==> config.mk <==
export PLATFORM = sky130hd
export DESIGN_NAME = spirv_entry_point_scanner
export DESIGN_NICKNAME = d
export VERILOG_FILES = /design/src/design/spe_pkg.sv /design/src/design/spe_cfg_regs.sv /design/src/design/spe_scan_core.sv /design/src/design/spe_result_fifo.sv /design/src/design/spirv_entry_point_scanner.sv
export SDC_FILE = /design/constraint.sdc
export NUM_CORES = 1
export LEC_CHECK = 0
export BUFFER_PORTS_ARGS = -buffer_cell sky130_fd_sc_hd__clkbuf_2
export CAP_MARGIN = 5
export CORE_ASPECT_RATIO = 0.8
export CORE_UTILIZATION = 50
export CTS_CLUSTER_DIAMETER = 50
export DETAILED_ROUTE_END_ITERATION = 8
export PLACE_DENSITY = 0.73
export SYNTH_ARGS = -nofsm -noshare
export SYNTH_HDL_FRONTEND = slang
export SYNTH_SLANG_ARGS = --single-unit
==> constraint.sdc <==
create_clock -name clk -period 6.45 [get_ports clk]
set_clock_uncertainty 0.2 [all_clocks]
set_input_delay 0.645 -clock clk [delete_from_list [all_inputs] [get_ports clk]]
set_output_delay 0.645 -clock clk [all_outputs]
set_load 0.02 [all_outputs]
==> src/design/spe_pkg.sv <==
// Shared types and constants for the SPIR-V entry point scanner.
package spe_pkg;

  localparam logic [31:0] SPV_MAGIC = 32'h0723_0203;
  localparam int          POS_W     = 22;
  localparam logic [POS_W-1:0] HDR_WORDS = POS_W'(5);
  localparam logic [POS_W-1:0] POS_MAX   = {POS_W{1'b1}};
  localparam logic [15:0] OP_ENTRY  = 16'd15;
  localparam logic [15:0] NAME_WORD = 16'd3;
  localparam int          LEN_SHIFT = 16;
  localparam int          FIFO_DEPTH = 4;
  localparam int          FIFO_AW    = $clog2(FIFO_DEPTH);

  // Result kinds
  localparam logic KIND_CHUNK  = 1'b0;
  localparam logic KIND_REPORT = 1'b1;

  // Scan status codes
  localparam logic [1:0] ST_OK        = 2'd0;
  localparam logic [1:0] ST_BAD_LEN   = 2'd1;
  localparam logic [1:0] ST_BAD_MAGIC = 2'd2;
  localparam logic [1:0] ST_BAD_INSTR = 2'd3;

  // Register indexes
  localparam logic REG_MODULE_BYTES = 1'b0;
  localparam logic REG_WANTED_MODEL = 1'b1;

  typedef struct packed {
    logic [23:0] module_bytes;
    logic [31:0] wanted_model;
  } cfg_t;

  typedef struct packed {
    logic        kind;
    logic [31:0] chars;
    logic [2:0]  count;
    logic        name_end;
    logic [1:0]  status;
  } result_t;

  typedef struct packed {
    logic [1:0] count;
    result_t    first;
    result_t    second;
  } step_out_t;

endpackage

==> src/design/spe_cfg_regs.sv <==
// APB-style register port holding module length and wanted execution model.
module spe_cfg_regs import spe_pkg::*; (
  input  logic        clk,
  input  logic        rst,
  input  logic        psel,
  input  logic        penable,
  input  logic        pwrite,
  input  logic [2:0]  paddr,
  input  logic [31:0] pwdata,
  output logic [31:0] prdata,
  output logic        pready,
  output cfg_t        cfg
);

  logic wr_en;

  assign wr_en  = psel && penable && pwrite;
  assign pready = 1'b1;

  always_ff @(posedge clk) begin
    if (rst) begin
      cfg.module_bytes <= '0;
      cfg.wanted_model <= '0;
    end else if (wr_en) begin
      case (paddr[2])
        REG_MODULE_BYTES: cfg.module_bytes <= pwdata[23:0];
        REG_WANTED_MODEL: cfg.wanted_model <= pwdata;
        default: ;
      endcase
    end
  end

  always_comb begin
    case (paddr[2])
      REG_MODULE_BYTES: prdata = {8'd0, cfg.module_bytes};
      REG_WANTED_MODEL: prdata = cfg.wanted_model;
      default:          prdata = '0;
    endcase
  end

endmodule

==> src/design/spe_scan_core.sv <==
// Scan state and the per-word step: header checks, instruction walk, name chunks.
module spe_scan_core import spe_pkg::*; (
  input  logic        clk,
  input  logic        rst,
  input  cfg_t        cfg,
  input  logic        step,
  input  logic [31:0] word,
  input  logic        fin,
  output step_out_t   res
);

  logic [POS_W-1:0] word_position, word_position_next;
  logic [POS_W-1:0] instr_start, instr_start_next;
  logic [15:0]      instr_length, instr_length_next;
  logic             is_match, is_match_next;
  logic             name_finished, name_finished_next;
  logic             stopped, stopped_next;
  logic [1:0]       status_code, status_code_next;
  logic [1:0]       status_upd;

  logic [POS_W-1:0] wc;
  logic             len_ok;
  logic [POS_W:0]   hdr_end;
  logic [15:0]      w_len;
  logic [15:0]      w_op;
  logic [POS_W:0]   p_end;
  logic [POS_W-1:0] rel;
  logic [POS_W:0]   rel_next;
  logic [2:0]       cnt;
  logic [31:0]      chars;
  logic             chunk_end;
  logic             chunk_valid;
  result_t          chunk;
  result_t          report;

  assign wc       = cfg.module_bytes[23:2];
  assign len_ok   = (wc > HDR_WORDS) && (cfg.module_bytes[1:0] == 2'b00);
  assign hdr_end  = {1'b0, instr_start} + {7'd0, instr_length};
  assign w_len    = word[31:LEN_SHIFT];
  assign w_op     = word[15:0];
  assign p_end    = {1'b0, word_position} + {7'd0, w_len};
  assign rel      = word_position - instr_start;
  assign rel_next = {1'b0, rel} + 1'b1;

  // Bytes up to the first NUL
  always_comb begin
    cnt = 3'd4;
    for (int i = 3; i >= 0; i--) begin
      if (word[8*i +: 8] == 8'd0) cnt = 3'(i);
    end
    for (int i = 0; i < 4; i++) begin
      chars[8*i +: 8] = (3'(i) < cnt) ? word[8*i +: 8] : 8'd0;
    end
  end

  assign chunk_end = (cnt != 3'd4) || (rel_next == {7'd0, instr_length});

  always_comb begin
    word_position_next = word_position;
    instr_start_next   = instr_start;
    instr_length_next  = instr_length;
    is_match_next      = is_match;
    name_finished_next = name_finished;
    stopped_next       = stopped;
    status_code_next   = status_code;
    chunk_valid        = 1'b0;

    if (len_ok && !stopped && word_position < wc) begin
      if (word_position == '0) begin
        if (word != SPV_MAGIC) begin
          stopped_next     = 1'b1;
          status_code_next = ST_BAD_MAGIC;
        end
      end else if (word_position >= HDR_WORDS) begin
        if ({1'b0, word_position} == hdr_end) begin
          if (w_len == 16'd0 || p_end > {1'b0, wc}) begin
            stopped_next     = 1'b1;
            status_code_next = ST_BAD_INSTR;
          end else begin
            instr_start_next   = word_position;
            instr_length_next  = w_len;
            is_match_next      = (w_op == OP_ENTRY) && (w_len > NAME_WORD);
            name_finished_next = 1'b0;
          end
        end else if (word_position > instr_start) begin
          if (rel == POS_W'(1)) begin
            if (word != cfg.wanted_model) is_match_next = 1'b0;
          end else if (rel >= POS_W'(NAME_WORD) && is_match && !name_finished) begin
            chunk_valid = 1'b1;
            if (chunk_end) name_finished_next = 1'b1;
          end
        end
      end
    end

    // the report carries the status including this word's checks
    status_upd = status_code_next;

    if (word_position < POS_MAX) word_position_next = word_position + 1'b1;

    if (fin) begin
      word_position_next = '0;
      instr_start_next   = HDR_WORDS;
      instr_length_next  = '0;
      is_match_next      = 1'b0;
      name_finished_next = 1'b0;
      stopped_next       = 1'b0;
      status_code_next   = ST_OK;
    end
  end

  always_comb begin
    chunk.kind      = KIND_CHUNK;
    chunk.chars     = chars;
    chunk.count     = cnt;
    chunk.name_end  = chunk_end;
    chunk.status    = ST_OK;
    report.kind     = KIND_REPORT;
    report.chars    = '0;
    report.count    = '0;
    report.name_end = 1'b0;
    report.status   = len_ok ? status_upd : ST_BAD_LEN;

    res.count  = {1'b0, chunk_valid} + {1'b0, fin};
    res.first  = chunk_valid ? chunk : report;
    res.second = report;
    if (!step) res.count = 2'd0;
  end

  always_ff @(posedge clk) begin
    if (rst) begin
      word_position <= '0;
      instr_start   <= HDR_WORDS;
      instr_length  <= '0;
      is_match      <= 1'b0;
      name_finished <= 1'b0;
      stopped       <= 1'b0;
      status_code   <= ST_OK;
    end else if (step) begin
      word_position <= word_position_next;
      instr_start   <= instr_start_next;
      instr_length  <= instr_length_next;
      is_match      <= is_match_next;
      name_finished <= name_finished_next;
      stopped       <= stopped_next;
      status_code   <= status_code_next;
    end
  end

endmodule

==> src/design/spe_result_fifo.sv <==
// Result queue: takes up to two results per cycle, hands out one.
module spe_result_fifo import spe_pkg::*; (
  input  logic      clk,
  input  logic      rst,
  input  step_out_t push,
  input  logic      pop,
  output logic      not_empty,
  output logic      has_room,
  output result_t   head
);

  result_t            mem [FIFO_DEPTH];
  logic [FIFO_AW-1:0] wr_ptr;
  logic [FIFO_AW-1:0] rd_ptr;
  logic [FIFO_AW:0]   fill;
  logic [FIFO_AW-1:0] wr_ptr_plus;

  assign not_empty   = (fill != '0);
  // room for two words without looking at this cycle's pop
  assign has_room    = (fill <= (FIFO_AW+1)'(FIFO_DEPTH - 2));
  assign head        = mem[rd_ptr];
  assign wr_ptr_plus = wr_ptr + 1'b1;

  always_ff @(posedge clk) begin
    if (push.count != 2'd0) mem[wr_ptr] <= push.first;
    if (push.count == 2'd2) mem[wr_ptr_plus] <= push.second;
  end

  always_ff @(posedge clk) begin
    if (rst) begin
      wr_ptr <= '0;
      rd_ptr <= '0;
      fill   <= '0;
    end else begin
      wr_ptr <= wr_ptr + FIFO_AW'(push.count);
      if (pop) rd_ptr <= rd_ptr + 1'b1;
      fill <= fill + (FIFO_AW+1)'(push.count) - (FIFO_AW+1)'(pop);
    end
  end

endmodule

==> src/design/spirv_entry_point_scanner.sv <==
// Top level of the SPIR-V entry point scanner: input register, scan step, result queue.
//
//  channel | handshake                    | payload
//  input   | in_valid / in_stall          | module_word, final_word
//  output  | out_valid / out_stall        | result_kind, name_chars, char_count,
//          |                              | name_end, scan_status
//  config  | psel, penable, pwrite, pready| paddr, pwdata, prdata
//
// One word per cycle while in_stall is low; a taken word waits in the input register until the queue has room.
// A word may give two results (a name chunk and the report); the four-entry queue
// accepts a step only while it has room for two, so in_stall rises when it fills.
// Synchronous reset clears the scan state, the registers and the queue.
// The queue decouples out_stall from the input side.
module spirv_entry_point_scanner import spe_pkg::*; (
  input  logic        clk,
  input  logic        rst,
  input  logic        in_valid,
  output logic        in_stall,
  input  logic [31:0] module_word,
  input  logic        final_word,
  output logic        out_valid,
  input  logic        out_stall,
  output logic        result_kind,
  output logic [31:0] name_chars,
  output logic [2:0]  char_count,
  output logic        name_end,
  output logic [1:0]  scan_status,
  input  logic        psel,
  input  logic        penable,
  input  logic        pwrite,
  input  logic [2:0]  paddr,
  input  logic [31:0] pwdata,
  output logic [31:0] prdata,
  output logic        pready
);

  cfg_t        cfg;
  logic        word_valid;
  logic [31:0] word_q;
  logic        fin_q;
  logic        advance;
  logic        has_room;
  logic        pop;
  step_out_t   step_res;
  result_t     head;

  spe_cfg_regs u_cfg (
    .clk     (clk),
    .rst     (rst),
    .psel    (psel),
    .penable (penable),
    .pwrite  (pwrite),
    .paddr   (paddr),
    .pwdata  (pwdata),
    .prdata  (prdata),
    .pready  (pready),
    .cfg     (cfg)
  );

  assign advance  = word_valid && has_room;
  assign in_stall = word_valid && !has_room;

  always_ff @(posedge clk) begin
    if (rst) begin
      word_valid <= 1'b0;
    end else if (in_valid && !in_stall) begin
      word_valid <= 1'b1;
    end else if (advance) begin
      word_valid <= 1'b0;
    end
  end

  always_ff @(posedge clk) begin
    if (in_valid && !in_stall) begin
      word_q <= module_word;
      fin_q  <= final_word;
    end
  end

  spe_scan_core u_core (
    .clk  (clk),
    .rst  (rst),
    .cfg  (cfg),
    .step (advance),
    .word (word_q),
    .fin  (fin_q),
    .res  (step_res)
  );

  assign pop = out_valid && !out_stall;

  spe_result_fifo u_fifo (
    .clk       (clk),
    .rst       (rst),
    .push      (step_res),
    .pop       (pop),
    .not_empty (out_valid),
    .has_room  (has_room),
    .head      (head)
  );

  assign result_kind = head.kind;
  assign name_chars  = head.chars;
  assign char_count  = head.count;
  assign name_end    = head.name_end;
  assign scan_status = head.status;

endmodule

# [Yosys cells after proc, flatten, opt, wreduce, memory -nomap -nowiden]
# Memory sizes are Yosys's and may differ from the RTL's. A register that Yosys moved wholly into a read port is not among the register bits.
# Index checks and enable logic that the tools add are counted.
[classes] n_mux=74 n_eq_ne=13 div_mod_pow=0 n_addsub=11 order_cmp=13 mul=0 bitwise=1 n_shift=0 reduce_logical=48
[ops] cell="two-way mux 22 bit" n=8
[ops] cell="two-way mux 16 bit" n=6
[ops] cell="one-hot mux 32 bit (2 select lines)" n=1
[ops] cell="adder 22 x 16 -> 23 bit" n=2
[ops] cell="two-way mux 1 bit" n=39
[ops] cell="two-way mux 39 bit" n=1
[ops] cell="zero test 8 bit" n=4
[ops] cell="two-way mux 8 bit" n=4
[ops] cell="inequality test 32 x 27 -> 1 bit (second input constant)" n=1
[ops] cell="inequality test 32 bit" n=1
[ops] cell="nonzero test 3 bit" n=9
[ops] cell="adder 22 x 1 -> 23 bit (second input constant)" n=1
[ops] cell="== test 22 x 23 -> 1 bit" n=1
[ops] cell="== test 23 x 16 -> 1 bit" n=1
[ops] cell="> comparator 23 x 22 -> 1 bit" n=1
[ops] cell="adder 22 x 1 -> 22 bit (second input constant)" n=1
[ops] cell="== test 22 x 1 -> 1 bit (second input constant)" n=1
[ops] cell="greater-or-equal comparator 22 x 2 -> 1 bit (second input constant)" n=1
[ops] cell="greater-or-equal comparator 22 x 3 -> 1 bit (second input constant)" n=1
[ops] cell="> comparator 22 bit" n=1
[ops] cell="> comparator 22 x 3 -> 1 bit (second input constant)" n=1
[ops] cell="zero test 22 bit" n=1
[ops] cell="< comparator 22 bit" n=1
[ops] cell="< comparator 22 bit (second input constant)" n=1
[ops] cell="28 further kinds" n=71
[totals] inputBits=75 regBits=162 output_inout_bits=74 romBits=0 n_memories=1 elab_cells=176 mem_bits_rw=156 latch_bits=0
[memory_table] memory="u_fifo.mem" depth=4 word_bits=39 read_ports=1 rd_clocked_by_memory_dff=1 wr=2 line="spe_result_fifo.sv:12" rtl="result_t mem [FIFO_DEPTH];"

# [Longest topological paths before layout]
# Gate-level depths: netlist of run 1.
[logic_depth] depth_word=16 depth_mapped=28 depth_no_buf=26

# [Cells and area by module]
# Synthesis of run 1 repeated with hierarchy kept, for this count alone.
[hier_totals] cells_unflattened=2038 hier_area_um2=21514.4
[by_module_without_submodules] module="spe_scan_core" instances=1 seq_area_each_um2=1301.2 area_per_inst_um2=9716.8 cells_each=1319
[by_module_without_submodules] module="spe_result_fifo" instances=1 seq_area_each_um2=4864.7 area_per_inst_um2=8016.4 cells_each=422
[by_module_without_submodules] module="spe_cfg_regs" instances=1 seq_area_each_um2=1121.1 area_per_inst_um2=2727.6 cells_each=258
[by_module_without_submodules] module="spirv_entry_point_scanner" instances=1 seq_area_each_um2=1011.0 area_per_inst_um2=1053.5 cells_each=39

# [Least setup slack after synthesis of run 1]
# Ideal clock, no wire load.
[synth_path] kind="register to register" start="reg word_q[17]" end="reg u_core.instr_start[16]" n_path_buf=3 setup_time_ns=0.128 path_stages_with_launch=29 arrival_time_ns=5.231 slack_ns=0.892 synth_period_minus_slack_ns=5.558 t_required_ns=6.122 path_cell_list="edfxtp_1 -> clkbuf_1 -> inv_1 -> fa_1 -> nor2b_1 -> o21ai_0 -> a21oi_1 -> o311ai_0 -> a21oi_1 -> a21o_1 -> o21ai_0 -> nand2b_1 -> nor2b_1 -> nand3_1 -> xnor2_1 -> ha_1 -> a21o_1 -> a21o_1 -> a211oi_1 -> o21ai_0 -> a31o_2 -> a41oi_1 -> inv_1 -> o21a_1 -> nor2b_1 -> clkbuf_1 -> buf_2 -> mux2i_1 -> nor2_1"
[synth_between] elab_chain_cells=5 word_cells_on_any_way=6 cone_classes="add/sub (1); order compare (1); eq/ne (1); reduce/logical (3)"
[synth_lines] element="from (decl)" line="spirv_entry_point_scanner.sv:39" rtl="logic [31:0] word_q;"
[synth_lines] element="from (signal assigned)" line="spirv_entry_point_scanner.sv:75" rtl="word_q <= module_word;"
[synth_lines] element="adder 22 x 16 -> 23 bit" line="spe_scan_core.sv:41" rtl="assign p_end = {1'b0, word_position} + {7'd0, w_len};"
[synth_lines] element="> comparator 23 x 22 -> 1 bit" line="spe_scan_core.sv:76" rtl="if (w_len == 16'd0 || p_end > {1'b0, wc}) begin"
[synth_lines] element="logical OR 1 bit *" line="spe_scan_core.sv:76"
[synth_lines] element="inequality test 2 bit (no line) *"
[synth_lines] element="AND reduction 6 bit (no line) *"
[synth_lines] element="to (signal assigned)" line="spe_scan_core.sv:141" rtl="instr_start <= instr_start_next;"
[synth_lines] element="to (decl)" line="spe_scan_core.sv:13" rtl="logic [POS_W-1:0] instr_start, instr_start_next;"
# Mark *: on every way between the ends. The rest lies on a longest branch, timed or not.
# A chain may end at the register's enable or synchronous reset.

==> results_dict.tcl, run 1 <==
set metrics [dict create \
    status "complete, no violations" \
    placement_rows 63 \
    arrival_ps 6010 \
    place.port_buffers 145 \
    synth_enable_flop_cells 41 \
    grt_first_pass_wirelength_mm 90.1 \
    critical_path.max_stage_delay_ps 410 \
    synthesized_area_divided_by_synthesized_cell_count_um2 8.87 \
    dp_hpwl_mm 42.7 \
    final_cell_mix "nand2_1 (285), dfxtp_1 (277), clkbuf_2 (144), a21oi_1 (142), nor2_1 (133)" \
    syn-cell-area_um2 18700 \
    timing.hold.worst.class "input pin to flop" \
    die_h_um 175 \
    finalSetupViolations 0 \
    achievable-frequency_mhz 169 \
    post_route_cells_drive_above_1_share 0.153 \
    gp_congestion 0.951 \
    final.setup.tns_ps 0 \
    drt_iter0_markers 1701 \
    crit_path_start_kind "flop" \
    floorplan.io_pins 149 \
    layout_min_cycle_time_ps 5930 \
    ant_nets 0 \
    initial_core_util 0.507 \
    insertedDiodeCount 0 \
    worst_path_slowest_cell "fa_1" \
    worst-slew-pin-transition_ps 1110 \
    clk_pin_slew_worst_paths_ps 70 \
    num-nets-final 2402 \
    layout.cells.most_common "nand2_1" \
    grt_remaining_overflow 0 \
    critical_path_buf_inv_count 2 \
    grt_setup_unrepaired "false" \
    tritoncts_num_sinks 320 \
    cts_buffer_depth 3 \
    share_of_synthesized_area_occupied_by_flip_flops_and_latches 0.364 \
    drv_cap 0 \
    grt_antenna_before_repair 3 \
    final_util 0.573 \
    synthDistinctLibCells 95 \
    largest_fanout_of_any_net_on_the_critical_path 4 \
    placement.setup.worst_slack_ps 543 \
    drt_first_pass_iters 6 \
    worst-setup-path-type "flop to flop" \
    drc 0 \
    synth_flop_cell "dfxtp_1" \
    core_um2 37000 \
    final_min_period_over_clock_period 0.920 \
    vias_per_cell 6.20 \
    place_inst 2664 \
    layout_setup_ws_ps 516 \
    tritoncts "done" \
    critPathCaptureType "flop" \
    via_count_of_the_first_global_routing_pass 15765 \
    via_count 16927 \
    insertion_delay_ps 550 \
    ffs_latches_synth 320 \
    timing.critical_path.required_ps 6520 \
    x_dimension_of_the_die_um 218 \
    grt_use_total 0.303 \
    ys.warnings.count 0 \
    report.final.hold_viol_count 0 \
    cpLargestDelayFamily "compound AO/OA/AOI/OAI gates" \
    detail_route.wirelength_mm 58.8 \
    timing.max_slew.rel_slack 0.262 \
    cts_made_buffers 36 \
    postSynthNetCount 2300 \
    slew_violations 0 \
    worstHoldStart "module_word[22]" \
    area_growth_pct 13.1 \
    rr_startpoint "word_q[16]" \
    vdd_drop_max_mv 0.196 \
    ys_async_sr_fraction 0 \
    maximum_number_of_pins_on_one_net_before_global_route_repair 94 \
    powerDensity_nw_per_um2 234 \
    cellLeakagePower_uw 0.00850 \
    synthesized_instance_count 2113 \
    critical_path.startpoint "word_q[16]" \
    design.die.area_um2 38300 \
    cts_htree_levels 2 \
    finalNonFillerCells 2729 \
    cell_chosen_for_the_clock_root "clkbuf_16" \
    layout.filler_cells 3180 \
    wire_per_inst_um 21.5 \
]
state kept, by name, indices dropped and copies added, names as in the netlist, 3 cells and up, named ones only:
name and count:
u_core.word_position 22, u_fifo.fill 3, u_core.instr_length 16, u_core.instr_start 22, u_cfg.cfg 56, word_q 32
u_fifo.mem 156
routing by layer:
metal	part of all wire	up-vias	wire (µm)	global-route usage
li1	-	7853	-	-
met1	0.44	8124	25600	0.440
met2	0.42	833	25000	0.436
met3	0.11	113	6330	0.0708
met4	0.032	4	1880	0.104
met5	0.00048	-	28	0
layout make-up:
class,count,area (µm²),area share
Tap cell,487,609,0.0288
Timing Repair Buffer,201,1170,0.0554
Clock buffer,43,977,0.0461
Sequential cell,320,6820,0.322
Clock inverter,22,235,0.0111
Inverter,95,357,0.0168
Multi-Input combinational cell,1561,11000,0.520
repair_timing:
item                                   CTS  global route
gates resized for setup                  0             1
buffers inserted                         0             0
setup endpoints to repair                0             3
hold buffers                             0             0
endpoints found under the hold margin    0             0
final timing paths:
kind	cells past startpoint	slack [ps]	end
max reg2reg	26	520	u_fifo.mem[0][1]
max	26	520	u_fifo.mem[0][1]
min reg2reg	2	240	u_fifo.mem[2][2]
min	1	70	word_q[22]
through the flow:
stage                     total power, µW  instance area [µm²]  hold WS (ps)
after floorplan                      2640                18700           217
after global placement               2870                20000           229
after detailed placement             2890                20000           233
after CTS                            4950                21200          60.3
after global routing                 5110                21200          60.8
final                                4950                21200          67.6
worst reg2reg max path, stage by stage, from the launching register on:
cell and delay [ps]:
edfxtp_1 350, ha_1 170, inv_1 60, fa_1 410
nor2b_1 110, o21ai_0 100, a21oi_1 250, o311ai_1 180
a21oi_1 290, a21o_1 190, o21ai_0 80, nand2b_1 120
nor2b_1 240, nand3_1 120, xnor2_1 140, ha_1 330
a21o_1 190, a21o_1 180, a211oi_1 280, o21ai_0 140
a31o_2 250, a41oi_1 180, buf_4 210, nor3_1 90
or2_2 300, o21bai_1 400, nor2_1 100
synth_stat cells, drive strengths merged, types with 5 or more instances:
| cell type | n | area (µm²) |
|---|---|---|
| nand2 | 285 | 1070 |
| dfxtp | 279 | 5590 |
| a21oi | 146 | 738 |
| nor2 | 134 | 503 |
| clkbuf | 113 | 425 |
| o21ai | 112 | 561 |
| ha | 108 | 1350 |
| inv | 95 | 357 |
| a32o | 76 | 761 |
| xor2 | 74 | 648 |
| xnor2 | 64 | 568 |
| nand3 | 47 | 235 |
| nor2b | 46 | 288 |
| edfxtp | 41 | 1230 |
| mux4 | 39 | 878 |
| nand4 | 35 | 225 |
| nand2b | 32 | 200 |
| nor4 | 30 | 209 |
| a21o | 29 | 218 |
| nor3 | 29 | 150 |
| a22o | 24 | 210 |
| buf | 24 | 155 |
| mux2i | 22 | 220 |
| and2 | 21 | 134 |
| a31oi | 15 | 93.8 |
| o211ai | 13 | 97.6 |
| o21a | 13 | 97.6 |
| a211oi | 12 | 90.1 |
| o21bai | 11 | 82.6 |
| or3 | 9 | 61.3 |
| and3 | 8 | 50.1 |
| o2111ai | 8 | 70.1 |
| or2 | 8 | 50.1 |
| o31ai | 7 | 52.6 |
| mux2 | 6 | 67.6 |
| nand4b | 6 | 52.6 |
| nor3b | 6 | 45.0 |
| a221oi | 5 | 56.3 |
| or4 | 5 | 37.5 |
power breakdown:
| part | switching, µW | internal (µW) |
|---|---|---|
| Combinational | 446 | 268 |
| Sequential | 66.6 | 2080 |
| Clock | 874 | 1220 |
| Total | 1390 | 3570 |
kinds of logic (layout without fill, tap and decap cells):
kind of cell	after synthesis	count (layout)	share of synthesized area
multiplexers	67	67	0.0622
adder cells (fa/ha/maj)	112	112	0.0764
XOR/XNOR	141	141	0.0687
other	1	1	0.000200
AND/OR/NAND/NOR	715	715	0.184
flip-flops	320	320	0.364
buffers and inverters	232	361	0.0500
AO/OA/AOI/OAI	525	525	0.194
Note: power is estimated with default switching activity, not from simulation.
==> run 2: changes to the inputs <==
==> constraint.sdc (replaced) <==
create_clock -name clk -period 6.45 [get_ports clk]
set_clock_uncertainty 0.2 [all_clocks]
set_input_delay 1.29 -clock clk [delete_from_list [all_inputs] [get_ports clk]]
set_output_delay 1.29 -clock clk [all_outputs]
set_load 0.02 [all_outputs]
==> run 2 against run 1 <==
Effect of this change: sequential share of layout area down 0.20 points; wire length up 0.92%; first-iteration DRC count down 5.9%; utilization up 0.36 points; cell area up 0.62%; sequential cell count unchanged; combinational power down 7.7%; largest power group unchanged.
==> results_dict.tcl, run 2 (synthesized netlist as in run 1, its figures left out) <==
set metrics [dict create \
    cts.hold.buffers_added 0 \
    worst-setup-path-type "flop to flop" \
    wire_per_inst_um 21.7 \
    drc 0 \
    achievable-frequency_mhz 163 \
    ant_nets 0 \
    insertion_delay_ps 540 \
    gp_congestion 0.964 \
    largest_reg_flops 156 \
    grt_first_pass_wirelength_mm 89.8 \
    critPathCaptureType "flop" \
    grt_setup_unrepaired "false" \
    cts_made_buffers 37 \
    intPower_uw 3670 \
    critical_path.max_stage_delay_ps 410 \
    x_dimension_of_the_die_um 218 \
    switching_share 0.275 \
    finalSetupViolations 0 \
    final_min_period_over_clock_period 0.950 \
    cellLeakagePower_uw 0.00854 \
    clockPowerShare 0.434 \
    placement_rows 63 \
    final_util 0.577 \
    via_count 16971 \
    clk_pin_slew_worst_paths_ps 60 \
    worst_path_slowest_cell "fa_1" \
    dp_hpwl_mm 43.0 \
    multiInputGateArea_um2 11000 \
    vias_per_cell 6.20 \
    die_h_um 175 \
    tritoncts_num_sinks 320 \
    drt_iter0_markers 1601 \
    maximum_number_of_pins_on_one_net_before_global_route_repair 59 \
    timing.critical_path.required_ps 6630 \
    critical_path_buf_inv_count 4 \
    core_um2 37000 \
    vdd_drop_max_mv 0.205 \
    tritoncts "done" \
    detail_route.wirelength_mm 59.3 \
    drt_first_pass_iters 6 \
    layout.filler_cells 3124 \
    sw_pwr_uw 1390 \
    grt_remaining_overflow 0 \
    design.die.area_um2 38300 \
    layout.cells.most_common "nand2_1" \
    area_growth_pct 13.8 \
    grt_use_total 0.304 \
    via_count_of_the_first_global_routing_pass 15792 \
    num-nets-final 2407 \
    timing.max_slew.rel_slack 0.213 \
    layout_min_cycle_time_ps 6130 \
    status "complete, no violations" \
    arrival_ps 6300 \
    final.hold.worst_slack_ps 246 \
    cts_buffer_depth 3 \
    comb_power_share 0.130 \
    final_cell_mix "nand2_1 (285), dfxtp_1 (277), clkbuf_2 (144), a21oi_1 (142), nor2_1 (133)" \
    cpLargestDelayFamily "compound AO/OA/AOI/OAI gates" \
    largestRegisters "u_fifo.mem x156, u_cfg.cfg x56, word_q x32" \
    powerDensity_nw_per_um2 238 \
    cell_chosen_for_the_clock_root "clkbuf_16" \
    floorplan.io_pins 149 \
    largest_fanout_of_any_net_on_the_critical_path 29 \
    grt_antenna_before_repair 2 \
    post_route_cells_drive_above_1_share 0.157 \
    place.port_buffers 145 \
    worst-slew-pin-transition_ps 1180 \
    seqCellArea_um2 6820 \
    report.final.hold_viol_count 0 \
    timing.hold.worst.class "flop to flop" \
    sequential_power_share 0.436 \
    finalNonFillerCells 2737 \
    initial_core_util 0.507 \
    registers.top_by_ff_count "u_fifo.mem" \
    crit_path_start_kind "flop" \
    placement.setup.worst_slack_ps 355 \
    cts_htree_levels 2 \
    layout_setup_ws_ps 325 \
    place_inst 2665 \
    final.setup.tns_ps 0 \
    slew_violations 0 \
    drv_cap 0 \
]
-- run 2: cell types whose count changed in the layout (fill, tap and decap cells not counted), moves of 2 or more --
cell | before | now
buf_4 | 55 | 58
clkinvlp_2 | 0 | 2
clkinv_4 | 3 | 1
bufinv_16 | 3 | 5
clkbuf_16 | 36 | 38
clkinv_1 | 4 | 0
diode_2 | 0 | 2
clkinvlp_4 | 0 | 5
-- run 2: worst register-to-register path, delay by kind of cell (launching register included) --
kind	cells	cell delay (ps)
buffers and inverters	4	570
multiplexers	1	270
flip-flops	1	350
AO/OA/AOI/OAI	13	2570
XOR/XNOR	1	140
AND/OR/NAND/NOR	6	930
adder cells (fa/ha/maj)	3	930
-- run 2: area by class of cell --
cell class                 count  area share
multi-input combinational   1561       0.517
sequential                   320       0.320
timing repair buffer         205      0.0573
clock buffer                  44      0.0470
tap                          487      0.0286
inverter                      95      0.0167
clock inverter                23      0.0131
antenna                        2    0.000235
-- run 2: worst paths after layout --
path / from / endpoint / slack [ps] / cells past startpoint
setup / recovery: u_core.word_position[0] / u_core.instr_length[14] / 320 / 28
hold / removal: u_fifo.mem[2][2] / u_fifo.mem[2][2] / 250 / 2
setup reg to reg: u_core.word_position[0] / u_core.instr_length[14] / 320 / 28
hold reg to reg: u_fifo.mem[2][2] / u_fifo.mem[2][2] / 250 / 2
-- run 2: power by group through the flow --
| stage | Combinational [µW] | Sequential [µW] | Clock, µW |
|---|---|---|---|
| after floorplan | 482 | 2150 | 0 |
| after global placement | 626 | 2250 | 0 |
| after detailed placement | 642 | 2250 | 0 |
| after CTS | 645 | 2200 | 2220 |
| after global routing | 704 | 2210 | 2290 |
| final | 659 | 2210 | 2200 |
-- run 2: stage by stage --
stage	total power (µW)	instance area [µm²]
CTS	5060	21300
global route	5210	21300
floorplan	2640	18700
finish	5070	21300
global placement	2870	20000
detailed placement	2890	20000
-- run 2: layer usage --
metal  vias to the layer above  track usage  wire [µm]
met3                       123       0.0632       6070
met4                         0        0.122       2150
li1                       7848            -          -
met2                       848        0.436      25000
met5                         -            0          0
met1                      8152        0.441      26100
-- run 2: timing repair --
action / in CTS / in global routing
buffers inserted: 0 / 2
gates resized for setup: 0 / 2
endpoints found under the setup margin: 0 / 42
